===== config.mk =====
export PLATFORM = sky130hd
export DESIGN_NAME = asm_opcode_tokenizer
export DESIGN_NICKNAME = d
export VERILOG_FILES = /design/src/rtl/asmtok_pkg.sv /design/src/rtl/asm_opcode_tokenizer.sv
export SDC_FILE = /design/constraint.sdc
export NUM_CORES = 1
export LEC_CHECK = 0
export BUFFER_PORTS_ARGS = -buffer_cell sky130_fd_sc_hd__buf_2
export CAP_MARGIN = 10
export CORE_ASPECT_RATIO = 1.4
export CORE_MARGIN = 8
export CORE_UTILIZATION = 55
export CTS_CLUSTER_SIZE = 16
export DETAILED_ROUTE_END_ITERATION = 12
export PLACE_DENSITY = 0.73
export SKIP_LAST_GASP = 1
export SLEW_MARGIN = 10
export SYNTH_ARGS = -nofsm -noshare
export SYNTH_HDL_FRONTEND = slang
export SYNTH_SLANG_ARGS = --single-unit

===== constraint.sdc =====
create_clock -name i_clk -period 8 [get_ports i_clk]
set_clock_uncertainty 0.1 [all_clocks]
set_input_delay 1.2 -clock i_clk [delete_from_list [all_inputs] [get_ports i_clk]]
set_output_delay 1.2 -clock i_clk [all_outputs]
set_load 0.1 [all_outputs]

===== src/rtl/asmtok_pkg.sv =====
`timescale 1ns / 1ps
// ----------------------------------------------------------------------------
// asmtok_pkg: shared types and constants of the assembly opcode tokenizer
// Request and token structs, token kinds, scanner state codes and the
// keyword tail table.
// ----------------------------------------------------------------------------
package asmtok_pkg;

    typedef struct packed {
        logic [7:0] char_code;
        logic       end_of_input;
    } t_in_req;

    typedef struct packed {
        logic [2:0]  token_kind;
        logic [30:0] token_value;
        logic        last_of_run;
    } t_out_tok;

    // Token kinds
    localparam logic [2:0] KIND_INSTR   = 3'd0;
    localparam logic [2:0] KIND_REG     = 3'd1;
    localparam logic [2:0] KIND_CONST   = 3'd2;
    localparam logic [2:0] KIND_COMMA   = 3'd3;
    localparam logic [2:0] KIND_ARROW   = 3'd4;
    localparam logic [2:0] KIND_END     = 3'd5;
    localparam logic [2:0] KIND_INVALID = 3'd6;

    // Opcodes
    localparam logic [3:0] OP_LOAD   = 4'd0;
    localparam logic [3:0] OP_LOADI  = 4'd1;
    localparam logic [3:0] OP_LSHIFT = 4'd6;
    localparam logic [3:0] OP_RSHIFT = 4'd7;

    // Scanner state codes
    localparam logic [5:0] MODE_START   = 6'd0;
    localparam logic [5:0] MODE_COMMENT = 6'd1;
    localparam logic [5:0] MODE_DROP    = 6'd2;
    localparam logic [5:0] MODE_AFTER_L = 6'd3;
    localparam logic [5:0] MODE_AFTER_S = 6'd4;
    localparam logic [5:0] MODE_AFTER_R = 6'd5;
    localparam logic [5:0] MODE_REG     = 6'd6;
    localparam logic [5:0] MODE_CONST   = 6'd7;
    localparam logic [5:0] MODE_EQ      = 6'd8;
    localparam logic [5:0] MODE_LOADT   = 6'd9;
    localparam logic [5:0] MODE_MATCH   = 6'd16;
    localparam logic [5:0] MATCH_LEN    = 6'd22;

    // Offsets into the keyword tail table
    localparam logic [5:0] TAIL_OAD    = 6'd0;
    localparam logic [5:0] TAIL_HIFT   = 6'd2;
    localparam logic [5:0] TAIL_TORE   = 6'd6;
    localparam logic [5:0] TAIL_UB     = 6'd9;
    localparam logic [5:0] TAIL_ULT    = 6'd10;
    localparam logic [5:0] TAIL_DD     = 6'd13;
    localparam logic [5:0] TAIL_OP     = 6'd15;
    localparam logic [5:0] TAIL_UTPUT  = 6'd17;

    // Finish codes of the tail table; other values are opcodes
    localparam logic [3:0] FIN_NONE  = 4'd15;
    localparam logic [3:0] FIN_LOAD  = 4'd14;
    localparam logic [3:0] FIN_SHIFT = 4'd13;

    // Characters
    localparam logic [7:0] CH_LF    = 8'd10;
    localparam logic [7:0] CH_SLASH = 8'h2F;
    localparam logic [7:0] CH_EQ    = 8'h3D;
    localparam logic [7:0] CH_GT    = 8'h3E;
    localparam logic [7:0] CH_COMMA = 8'h2C;
    localparam logic [7:0] CH_CAP_I = 8'h49;
    localparam logic [7:0] CH_ZERO  = 8'h30;

    // Expected character at each position of the tails
    // "ad" "hift" "ore" "b" "ult" "dd" "op" "utput"
    function automatic logic [7:0] tail_char(input logic [4:0] idx);
        logic [7:0] ch;
        case (idx)
            5'd0:    ch = "a";
            5'd1:    ch = "d";
            5'd2:    ch = "h";
            5'd3:    ch = "i";
            5'd4:    ch = "f";
            5'd5:    ch = "t";
            5'd6:    ch = "o";
            5'd7:    ch = "r";
            5'd8:    ch = "e";
            5'd9:    ch = "b";
            5'd10:   ch = "u";
            5'd11:   ch = "l";
            5'd12:   ch = "t";
            5'd13:   ch = "d";
            5'd14:   ch = "d";
            5'd15:   ch = "o";
            5'd16:   ch = "p";
            5'd17:   ch = "u";
            5'd18:   ch = "t";
            5'd19:   ch = "p";
            5'd20:   ch = "u";
            5'd21:   ch = "t";
            default: ch = 8'h00;
        endcase
        return ch;
    endfunction

    function automatic logic [3:0] tail_finish(input logic [4:0] idx);
        logic [3:0] fin;
        case (idx)
            5'd1:    fin = FIN_LOAD;
            5'd5:    fin = FIN_SHIFT;
            5'd8:    fin = 4'd2;   // store
            5'd9:    fin = 4'd4;   // sub
            5'd12:   fin = 4'd5;   // mult
            5'd14:   fin = 4'd3;   // add
            5'd16:   fin = 4'd9;   // nop
            5'd21:   fin = 4'd8;   // output
            default: fin = FIN_NONE;
        endcase
        return fin;
    endfunction

endpackage


===== src/rtl/asm_opcode_tokenizer.sv =====
`timescale 1ns / 1ps
// ----------------------------------------------------------------------------
// asm_opcode_tokenizer: streaming lexer for a small three-address assembly
// Takes one source byte (or an end marker) per request and emits zero, one
// or two tokens per request.
// ----------------------------------------------------------------------------
// Usage:
//   Input channel (i_valid / o_ready, payload i_in) carries one byte or an
//   end-of-text marker per request. Output channel (o_valid / i_ready,
//   payload o_out) carries tokens; last_of_run flags the final token that a
//   request produced. Requests that yield no token (whitespace, comments,
//   dropped bytes) produce nothing on the output.
//   An accepted request sits in the input register and is scanned from
//   there; its tokens land in the result buffer, from which the first
//   token is visible.
//   Throughput: one request per cycle while the result buffer has room for
//   its tokens. A request that yields two tokens fills the two-entry result
//   buffer, which sets the rate whenever such requests come in a row.
//   Reset clears the scanner to the between-tokens state and empties both
//   the input register and the result buffer. An end marker also returns the
//   scanner to that state, so a new text can follow at once.
//   When the receiver stalls, tokens hold in the result buffer; once it is
//   full the input register holds its request and o_ready drops.
// ----------------------------------------------------------------------------
module asm_opcode_tokenizer #(
    parameter int VALUE_BITS = 31
) (
    input  logic                  i_clk,
    input  logic                  i_rst_n,
    input  logic                  i_valid,
    output logic                  o_ready,
    input  asmtok_pkg::t_in_req   i_in,
    output logic                  o_valid,
    input  logic                  i_ready,
    output asmtok_pkg::t_out_tok  o_out
);
    import asmtok_pkg::*;

    localparam int SUM_BITS = VALUE_BITS + 4;

    typedef struct packed {
        logic [5:0] mode;
        logic       emit;
        logic [2:0] kind;
        logic       load_digit;
    } t_start;

    // Decode of a byte scanned from the between-tokens state
    function automatic t_start scan_start(input logic [7:0] c);
        t_start s;
        s.mode       = MODE_START;
        s.emit       = 1'b0;
        s.kind       = KIND_INVALID;
        s.load_digit = 1'b0;
        case (c) inside
            8'h20, [8'd9:8'd13]: ;
            [8'h30:8'h39]: begin
                s.mode       = MODE_CONST;
                s.load_digit = 1'b1;
            end
            CH_SLASH: s.mode = MODE_COMMENT;
            "l":      s.mode = MODE_AFTER_L;
            "s":      s.mode = MODE_AFTER_S;
            "r":      s.mode = MODE_AFTER_R;
            "m":      s.mode = MODE_MATCH + TAIL_ULT;
            "a":      s.mode = MODE_MATCH + TAIL_DD;
            "n":      s.mode = MODE_MATCH + TAIL_OP;
            "o":      s.mode = MODE_MATCH + TAIL_UTPUT;
            CH_EQ:    s.mode = MODE_EQ;
            CH_COMMA: begin
                s.emit = 1'b1;
                s.kind = KIND_COMMA;
            end
            default:  s.emit = 1'b1;
        endcase
        return s;
    endfunction

    // Input register
    logic    r_in_valid;
    t_in_req r_in;

    // Scanner state
    logic [5:0]            r_mode, n_mode;
    logic                  r_shr, n_shr;
    logic [VALUE_BITS-1:0] r_acc, n_acc;

    // Result buffer
    t_out_tok   r_buf [2];
    t_out_tok   n_buf [2];
    logic [1:0] r_cnt, n_cnt;

    // Scan results
    logic [2:0]  tk_kind [2];
    logic [30:0] tk_val  [2];
    logic [1:0]  ntok;

    logic [7:0]            c;
    logic [3:0]            digit;
    logic                  is_digit;
    logic [SUM_BITS-1:0]   acc_sum;
    logic [VALUE_BITS-1:0] acc_sat;
    logic [30:0]           acc_tok;
    logic [4:0]            tidx;
    logic [3:0]            tfin;
    logic                  in_match;
    t_start                st;
    logic                  do_start;
    logic                  sslot;

    logic       pop, proc;
    logic [1:0] rem;

    assign c        = r_in.char_code;
    assign digit    = 4'(c - CH_ZERO);
    assign is_digit = (c >= "0") && (c <= "9");
    assign st       = scan_start(c);
    assign tidx     = 5'(r_mode - MODE_MATCH);
    assign tfin     = tail_finish(tidx);
    assign in_match = (r_mode >= MODE_MATCH) && (r_mode < MODE_MATCH + MATCH_LEN);

    // acc * 10 + digit, saturated to all ones
    assign acc_sum = (SUM_BITS'(r_acc) << 3) + (SUM_BITS'(r_acc) << 1) + SUM_BITS'(digit);
    assign acc_sat = (acc_sum[SUM_BITS-1:VALUE_BITS] != '0) ? '1 : acc_sum[VALUE_BITS-1:0];
    assign acc_tok = 31'(32'(r_acc));

    always_comb begin
        n_mode     = r_mode;
        n_shr      = r_shr;
        n_acc      = r_acc;
        tk_kind[0] = KIND_INVALID;
        tk_kind[1] = KIND_INVALID;
        tk_val[0]  = '0;
        tk_val[1]  = '0;
        ntok       = 2'd0;
        do_start   = 1'b0;
        sslot      = 1'b0;

        if (r_in.end_of_input) begin
            // Flush a pending token, then the end token; reset the scanner
            ntok = 2'd1;
            if (r_mode == MODE_REG || r_mode == MODE_CONST) begin
                tk_kind[0] = (r_mode == MODE_REG) ? KIND_REG : KIND_CONST;
                tk_val[0]  = acc_tok;
                ntok       = 2'd2;
            end else if (r_mode == MODE_LOADT) begin
                tk_kind[0] = KIND_INSTR;
                tk_val[0]  = 31'(OP_LOAD);
                ntok       = 2'd2;
            end else if (r_mode != MODE_START && r_mode != MODE_COMMENT &&
                         r_mode != MODE_DROP) begin
                tk_kind[0] = KIND_INVALID;
                ntok       = 2'd2;
            end
            tk_kind[ntok[1]] = KIND_END;
            tk_val[ntok[1]]  = '0;
            n_mode = MODE_START;
            n_shr  = 1'b0;
            n_acc  = '0;
        end else if (in_match) begin
            if (c != tail_char(tidx)) begin
                do_start = 1'b1;
                sslot    = 1'b1;
            end else if (tfin == FIN_NONE) begin
                n_mode = r_mode + 6'd1;
            end else if (tfin == FIN_LOAD) begin
                n_mode = MODE_LOADT;
            end else begin
                tk_kind[0] = KIND_INSTR;
                tk_val[0]  = (tfin == FIN_SHIFT) ?
                             31'(r_shr ? OP_RSHIFT : OP_LSHIFT) : 31'(tfin);
                ntok       = 2'd1;
                n_mode     = MODE_DROP;
            end
        end else begin
            unique case (r_mode) inside
                MODE_COMMENT: begin
                    if (c == CH_LF) begin
                        n_mode = MODE_START;
                    end
                end
                MODE_DROP: n_mode = MODE_START;
                MODE_AFTER_L: begin
                    if (c == "o") begin
                        n_mode = MODE_MATCH + TAIL_OAD;
                    end else if (c == "s") begin
                        n_shr  = 1'b0;
                        n_mode = MODE_MATCH + TAIL_HIFT;
                    end else begin
                        do_start = 1'b1;
                        sslot    = 1'b1;
                    end
                end
                MODE_AFTER_S: begin
                    if (c == "t") begin
                        n_mode = MODE_MATCH + TAIL_TORE;
                    end else if (c == "u") begin
                        n_mode = MODE_MATCH + TAIL_UB;
                    end else begin
                        do_start = 1'b1;
                        sslot    = 1'b1;
                    end
                end
                MODE_AFTER_R: begin
                    if (is_digit) begin
                        n_acc  = VALUE_BITS'(digit);
                        n_mode = MODE_REG;
                    end else if (c == "s") begin
                        n_shr  = 1'b1;
                        n_mode = MODE_MATCH + TAIL_HIFT;
                    end else begin
                        do_start = 1'b1;
                        sslot    = 1'b1;
                    end
                end
                MODE_REG, MODE_CONST: begin
                    if (is_digit) begin
                        n_acc = acc_sat;
                    end else begin
                        // Number ends: emit it, then rescan this byte
                        tk_kind[0] = (r_mode == MODE_REG) ? KIND_REG : KIND_CONST;
                        tk_val[0]  = acc_tok;
                        do_start   = 1'b1;
                        sslot      = 1'b1;
                        ntok       = 2'd1;
                    end
                end
                MODE_EQ: begin
                    if (c == CH_GT) begin
                        tk_kind[0] = KIND_ARROW;
                        ntok       = 2'd1;
                        n_mode     = MODE_START;
                    end else begin
                        do_start = 1'b1;
                        sslot    = 1'b1;
                    end
                end
                MODE_LOADT: begin
                    tk_kind[0] = KIND_INSTR;
                    ntok       = 2'd1;
                    if (c == CH_CAP_I) begin
                        tk_val[0] = 31'(OP_LOADI);
                        n_mode    = MODE_DROP;
                    end else begin
                        tk_val[0] = 31'(OP_LOAD);
                        n_mode    = MODE_START;
                    end
                end
                default: do_start = 1'b1;
            endcase
        end

        // A failed match or an ended number emits invalid or the number first
        if (do_start) begin
            if (sslot && ntok == 2'd0) begin
                tk_kind[0] = KIND_INVALID;
                tk_val[0]  = '0;
            end
            n_mode = st.mode;
            if (st.load_digit) begin
                n_acc = VALUE_BITS'(digit);
            end
            if (st.emit) begin
                tk_kind[sslot] = st.kind;
                tk_val[sslot]  = '0;
            end
            ntok = 2'(sslot) + 2'(st.emit);
        end
    end

    // Result buffer: pop from the head, append the new tokens behind what stays
    assign pop     = (r_cnt != 2'd0) && i_ready;
    assign rem     = r_cnt - 2'(pop);
    assign proc    = r_in_valid && ((2'd2 - rem) >= ntok);
    assign o_ready = !r_in_valid || proc;
    assign o_valid = (r_cnt != 2'd0);
    assign o_out   = r_buf[0];

    always_comb begin
        logic [1:0] pos;
        pos      = 2'd0;
        n_buf[0] = r_buf[0];
        n_buf[1] = r_buf[1];
        if (pop) begin
            n_buf[0] = r_buf[1];
        end
        n_cnt = rem;
        if (proc) begin
            for (int i = 0; i < 2; i++) begin
                pos = rem + 2'(i);
                if (2'(i) < ntok) begin
                    n_buf[pos[0]].token_kind  = tk_kind[i];
                    n_buf[pos[0]].token_value = tk_val[i];
                    n_buf[pos[0]].last_of_run = (2'(i) == ntok - 2'd1);
                end
            end
            n_cnt = rem + ntok;
        end
    end

    always_ff @(posedge i_clk) begin
        if (!i_rst_n) begin
            r_in_valid <= 1'b0;
            r_cnt      <= 2'd0;
            r_mode     <= MODE_START;
            r_shr      <= 1'b0;
            r_acc      <= '0;
        end else begin
            r_cnt <= n_cnt;
            if (i_valid && o_ready) begin
                r_in_valid <= 1'b1;
            end else if (proc) begin
                r_in_valid <= 1'b0;
            end
            // Advance the scanner only when the request's tokens fit
            if (proc) begin
                r_mode <= n_mode;
                r_shr  <= n_shr;
                r_acc  <= n_acc;
            end
        end
    end

    // Payload registers: no reset
    always_ff @(posedge i_clk) begin
        if (i_valid && o_ready) begin
            r_in <= i_in;
        end
        r_buf[0] <= n_buf[0];
        r_buf[1] <= n_buf[1];
    end

endmodule


Word level (Yosys, flattened, before mapping)

Memories as Yosys holds them, arrays and structs flattened.
Index checks and enable logic that the tools add are counted.

Add/subtract/negate cells: 11
Magnitude comparators: 17
Equal/unequal tests: 41
Muxes and demuxes: 164
Bitwise gates (word level): 11
Reductions and logical operators: 29

Operator list:

| cell               | count |
|---|---|
| $mux 31            | 17 |
| $bwmux 70          | 6 |
| $mux 70            | 4 |
| $demux 35 s1       | 6 |
| $mux 6             | 24 |
| $and 62x62->62     | 2 |
| $mux 62            | 2 |
| $not 62->62        | 2 |
| $pmux 31 s2        | 2 |
| $mux 35            | 3 |
| $eq 8x7->1 const B | 10 |
| $mux 3             | 26 |
| $mux 32            | 2 |
| $demux 31 s1       | 2 |
| $mux 1             | 42 |
| $pmux 6 s7         | 1 |
| $eq 8x6->1 const B | 5 |
| $add 34x32->35     | 1 |
| $add 35x4->35      | 1 |
| $eq 6x3->1 const B | 4 |
| $mux 4             | 6 |
| $mux 2             | 11 |
| $mux 8             | 2 |
| $logic_and 1x1->1  | 13 |
| other kinds (57)   | 79 |

Register bits after elaboration: 50
RAM bits: 70
ROM bits: 352
Bits of input ports: 13
Logic and storage cells: 283
Memories: 3

Memory list:

| memory           | depth | bits a word | rd ports | clocked after memory_dff | write ports | RTL line                   | source |
|---|---|---|---|---|---|---|---|
| (name not given) | 32    | 7           | 1        | 0                        | 0           | asmtok_pkg.sv:77           | `case (idx)` |
| (name not given) | 32    | 4           | 1        | 0                        | 0           | asmtok_pkg.sv:107          | `case (idx)` |
| r_buf            | 2     | 35          | 2        | 0                        | 2           | asm_opcode_tokenizer.sv:89 | `t_out_tok r_buf [2];` |

Longest topological paths before layout

Depth in word-level cells: 30
Gate-level depth with buffers: 28
Depth with buffers taken out: 22

Least setup slack after synthesis

Ideal clock, no wire load.

Path kind: reg-to-reg
Start point: register r_mode[1]
End point: register r_shr
Setup time: 0.128 ns
Arrival: 5.536 ns
Data required time: 7.772 ns
Path slack: 2.236 ns
Stages on the path, launching flop included: 26
Path buffers: 4
Clock period less this slack: 5.764 ns
Cells stage by stage: dfxtp_1 > clkbuf_1 > inv_1 > ha_1 > nand2_1 > a21boi_1 > xor2_1 > a31oi_1 > o2bb2ai_1 > and2_1 > a211oi_1 > ha_1 > nand2_1 > nand2_1 > inv_1 > clkbuf_1 > buf_1 > ha_1 > a21oi_1 > nand2b_1 > inv_1 > clkbuf_1 > o21ai_0 > o21ai_0 > o21a_1 > nor2_1

Longest elaborated chain between the ends: 13
Elaborated cells between the ends (all ways): 59

RTL lines:

| what                              | RTL line                    | source |
|---|---|---|
| start, declared                   | asm_opcode_tokenizer.sv:84  | `logic [5:0] r_mode, n_mode;` |
| start signal, assigned            | asm_opcode_tokenizer.sv:317 | `r_mode <= n_mode;` |
| $sub 5x5->5                       | asm_opcode_tokenizer.sv:118 | `assign tidx = 5'(r_mode - MODE_MATCH);` |
| $mem_v2 32x7                      | --                          |  |
| $mux 8                            | asm_opcode_tokenizer.sv:160 | `end else if (in_match) begin` |
| $mux 8                            | asm_opcode_tokenizer.sv:139 | `if (r_in.end_of_input) begin` |
| $ne 8x8->1                        | asm_opcode_tokenizer.sv:161 | `if (c != tail_char(tidx)) begin` |
| $mux 1                            | asm_opcode_tokenizer.sv:161 |  |
| $mux 1                            | asm_opcode_tokenizer.sv:160 |  |
| $mux 1                            | asm_opcode_tokenizer.sv:139 |  |
| $add 1x1->2                       | asm_opcode_tokenizer.sv:267 | `ntok = 2'(sslot) + 2'(st.emit);` |
| $mux 2                            | asm_opcode_tokenizer.sv:254 | `if (do_start) begin` |
| $ge 2x2->1                        | asm_opcode_tokenizer.sv:274 | `assign proc = r_in_valid && ((2'd2 - rem) >= ntok);` |
| $logic_and 1x1->1                 | asm_opcode_tokenizer.sv:274 |  |
| $reduce_and 7->1 (no source line) | --                          |  |
| end signal, assigned              | asm_opcode_tokenizer.sv:318 | `r_shr <= n_shr;` |
| end, declared                     | asm_opcode_tokenizer.sv:85  | `logic r_shr, n_shr;` |

Parallel ways exist; a longest one is shown, timed or not. The select of a mux whose other input is x is not followed.
A chain may end at the register's enable or synchronous reset.

Final worst setup path

Start point: register r_mode[1]
End point: output port o_ready

Longest elaborated chain between the ends: 13
Elaborated cells between the ends (all ways): 50

RTL lines:

| what                | RTL line                    | source |
|---|---|---|
| $sub 5x5->5         | asm_opcode_tokenizer.sv:118 |  |
| $mem_v2 32x7        | --                          |  |
| $mux 8              | asm_opcode_tokenizer.sv:160 |  |
| $mux 8              | asm_opcode_tokenizer.sv:139 |  |
| $ne 8x8->1          | asm_opcode_tokenizer.sv:161 |  |
| $mux 1              | asm_opcode_tokenizer.sv:161 |  |
| $mux 1              | asm_opcode_tokenizer.sv:160 |  |
| $mux 1              | asm_opcode_tokenizer.sv:139 |  |
| $add 1x1->2         | asm_opcode_tokenizer.sv:267 |  |
| $mux 2 *            | asm_opcode_tokenizer.sv:254 |  |
| $ge 2x2->1 *        | asm_opcode_tokenizer.sv:274 |  |
| $logic_and 1x1->1 * | asm_opcode_tokenizer.sv:274 |  |
| $logic_or 1x1->1 *  | asm_opcode_tokenizer.sv:275 | `assign o_ready = !r_in_valid \|\| proc;` |
| end, declared       | asm_opcode_tokenizer.sv:31  | `output logic o_ready,` |

Mark *: on every way between the ends. The rest lies on a longest branch, timed or not. The select of a mux whose other input is x is not followed.

==> impl_summary.txt <==
----------------------------------------------------
[Power]
  Switching Power ... 2.06 mW
  Clock power share ... 18.4%
  Reg power frac ... 27.7%
  Cell-internal power ... 1.93 mW
  Static Leak ... 4.37 nW
  Gate power share ... 53.9%
  Power Density ... 396 mW/mm^2
  Sw Share ... 51.7%
  Maximum vdd ir drop ... 0.285 mV

[Timing]
  Clock period minus final worst setup slack ... 6.23 ns
  Worst slack on hold paths ... 0.423 ns
  Count of pins over their slew limit ... 0
  Total negative slack ... 0 ns
  Final worst path period share ... 77.8%
  Post-route worst setup slack ... 1.77 ns
  Max Fclk ... 161 MHz
  Number of hold violations in the final report ... 0
  Slew of the pin with the lowest slew margin ... 0.933 ns
  RSZ-0062 raised after global routing ... false
  # setup viols final ... 0
  Relative slew slack ... 37.4%

[Floorplan]
  Number of core rows ... 57
  Core area ... 0.0171 sq mm
  Top Ports ... 50
  Die Span X ... 127 um
  Effective utilization at floorplan ... 55.4%
  Die ar. ... 0.0217 sq mm
  Die Span Y ... 171 um

[Yosys]
  Net count after synthesis ... 1215
  Number of synthesis warnings ... 0
  Number of flops mapped to enable cells by yosys ... 44
  Cell taking the most area after synthesis ... dfxtp_1
  Number of synthesized register bits ... 120
  Synthesized area divided by synthesized cell count ... 8.42 sq um
  Synthesized instance count ... 1125
  Fraction of synthesized cell area taken by the top area cell type ... 16.1%
  Leading post-synthesis cells by cell area ... dfxtp_1, edfxtp_1, ha_1, nand2_1, mux2i_1
  Number of unique standard cell types used by synthesis ... 83
  Post-Syn Area ... 0.00948 sq mm
  Top FF cell, synth ... dfxtp_1
  Part of the Yosys area used for sequential elements ... 30.0%
  Post-synthesis async set-or-reset flop share ... 0%

[Status]
  Run status ... completed

[Finish]
  Finished Cell Area ... 0.0101 sq mm
  Most frequent cells in the layout ... nand2_1, nor2_1, nand3_1, dfxtp_1, ha_1
  Register Area ... 0.00284 sq mm
  Area used by multi-input combinational logic ... 0.00597 sq mm
  Inserted Diodes ... 0
  Fraction of layout instances using a drive strength above 1 ... 12.5%
  Filler cells ... 1546
  Most common library cell in the layout ignoring fill and taps ... nand2_1
  Final cell utilization of the core ... 58.8%
  Layout Area Growth over Synthesis ... 6.18%
  Net count reported at finish ... 1193

[Route]
  Antenna Nets Post-Route ... 0
  Ratio of routed vias to standard cells ... 6.50
  DR iter-0 viols ... 901
  Routed wire length per instance ... 20.3 um
  DRC violation count after routing ... 0
  Routed Wire Length ... 26.8 mm
  Number of detailed-route iterations in the first pass ... 5
  Vias ... 8592

[Place]
  Post-Place Worst Slack ... 1.89 ns
  DP Wirelength ... 19.3 mm
  Cell area reported after detailed placement ... 0.00950 sq mm
  Count of port buffers added during placement ... 49
  Routability cong. ... 0.985

[CTS]
  Deepest level of the CTS H-tree ... 4
  Clock insertion delay at the later pin of the skew report ... 0.42 ns
  Setup repair bufs after CTS ... 0
  TritonCTS clock tree ... yes
  Number of sinks handled by clock tree synthesis ... 120
  CTS buffer count ... 17
  Clock slew seen by the registers of the worst setup and hold paths ... 0.06 ns
  Hold-fix buffers, CTS ... 0
  Master cell of the clock root buffer ... clkbuf_16
  Count of cells resized by post-cts repair ... 0
  Maximum number of buffers from clock root to sink ... 2

[Worst setup path]
  Critical path required time ... 6.70 ns
  Worst setup path category ... reg -> out
  Capturing element type of the critical path ... primary output
  Chain of cells forming the critical path ... ha_1 -> mux2i_1 -> or3b_1 -> a21oi_1 -> a31oi_1 -> and3_1 -> and2_1 -> a211oi_1 -> ha_1 -> mux2i_1 -> inv_1 -> ha_1 -> nand2b_1 -> a21oi_1 -> nand2_1 -> buf_2
  Critical path buffers and inverters ... 2
  Kind of cell with the highest combined delay on the critical path ... simple AND/OR/NAND/NOR gates
  Source of the worst register-to-register timing path ... r_mode[1]
  Setup crit start kind ... flop
  Largest fanout on the critical path ... 12
  Data arrival at the endpoint of the critical path ... 4.93 ns
  Slowest cell on the critical path ... dfxtp_1
  Cell mode on critical path ... ha_1
  CP Launch Point ... r_mode[1]
  Slowest Stage Delay on Critical Path ... 0.58 ns

[Global routing]
  Via count of the first global-routing pass ... 8502
  Overall track demand over capacity in global routing ... 24.6%
  Aggregate global routing overflow ... 0
  Antenna violations before repair ... 0
  Global-route wire length before repair ... 43.0 mm
  Largest net degree at the start of global routing ... 39

[Hold path]
  Beginning of the worst hold path ... r_in_valid
  Type of the worst min-delay path ... reg -> reg

[Run]
  Max_cap viols ... 0

----------------------------------------------------
per-layer routing:
layer	wire (um)	vias up	GRT usage, %	part of all wire [%]
met5	0	-	0	0
met4	1660	0	17.4	6.2
met3	1310	120	3.32	4.9
met2	13700	350	44.0	51
met1	10100	4056	26.3	38
li1	-	4066	-	-
flip-flops by register name, indices dropped and copies added (netlist names):
| name | count |
|---|---|
| r_shr | 1 |
| acc_tok | 31 |
| r_in | 1 |
| r_mode | 6 |
| r_in_valid | 1 |
| r_cnt | 2 |
| r_buf | 70 |
| c | 8 |
worst register-to-register path, stage by stage, from the launching register on:
cell      delay [ns]
dfxtp_1         0.58
ha_1            0.58
mux2i_1         0.20
or3b_1          0.38
a21oi_1         0.14
a31oi_1         0.05
and3_1          0.25
and2_1          0.20
a211oi_1        0.23
ha_1            0.28
mux2i_1         0.32
inv_1           0.12
ha_1            0.30
nand2b_1        0.15
a21oi_1         0.20
nand2b_1        0.13
buf_4           0.26
inv_2           0.28
buf_4           0.34
o211ai_1        0.23
and3_1          0.61
nand2_1         0.11
o21ai_0         0.10
path summary, 6_finish.rpt:
check | endpoint | slack (ns) | cells past startpoint
max | o_ready | 1.77 | 16
min | r_in_valid | 0.42 | 2
max reg2reg | acc_tok[25] | 1.79 | 22
min reg2reg | r_in_valid | 0.42 | 2
cell families after synthesis:
group	count (synthesis)	share of synthesized area, %
AO/OA/AOI/OAI	319	23.6
XOR/XNOR	41	3.79
AND/OR/NAND/NOR	397	20.2
buffers and inverters	124	7.08
flip-flops	120	30.0
adder cells (fa/ha/maj)	77	10.3
multiplexers	47	5.00
synthesized netlist by cell type (9+ instances only):
| cell type | count |
|---|---|
| nand2_1 | 129 |
| nor2_1 | 85 |
| dfxtp_1 | 76 |
| nand3_1 | 76 |
| ha_1 | 75 |
| a21oi_1 | 72 |
| o21ai_0 | 69 |
| clkbuf_1 | 44 |
| edfxtp_1 | 44 |
| mux2i_1 | 44 |
| buf_4 | 38 |
| nor3_1 | 25 |
| xnor2_1 | 23 |
| a21o_1 | 21 |
| o2bb2ai_2 | 20 |
| inv_1 | 18 |
| o211ai_1 | 18 |
| xor2_1 | 18 |
| a211oi_1 | 16 |
| a31oi_1 | 15 |
| and2_1 | 11 |
| nand2b_1 | 11 |
| nand4_1 | 10 |
| and3_1 | 9 |
| o21bai_1 | 9 |
power by group through the flow:
stage	Clock, mW	Sequential, mW	Combinational, mW
detailed placement	0	1.11	2.13
global placement	0	1.10	2.10
floorplan	0	1.03	1.90
CTS	0.737	1.10	2.13
global route	0.762	1.13	2.30
finish	0.732	1.10	2.15
metrics by stage:
stage / total power, mW / instances
global route: 4.20 / 1322
CTS: 3.97 / 1322
global placement: 3.21 / 1290
floorplan: 2.93 / 1125
finish: 3.98 / 1322
detailed placement: 3.23 / 1290
layout make-up:
| cell class | count | share of cell area, % |
|---|---|---|
| clock inverter | 14 | 1.14 |
| multi-input combinational | 881 | 59.3 |
| inverter | 20 | 0.746 |
| sequential | 120 | 28.3 |
| timing repair buffer | 63 | 3.48 |
| clock buffer | 18 | 4.48 |
| tap | 206 | 2.56 |
Note: power is estimated with default switching activity, not from simulation.
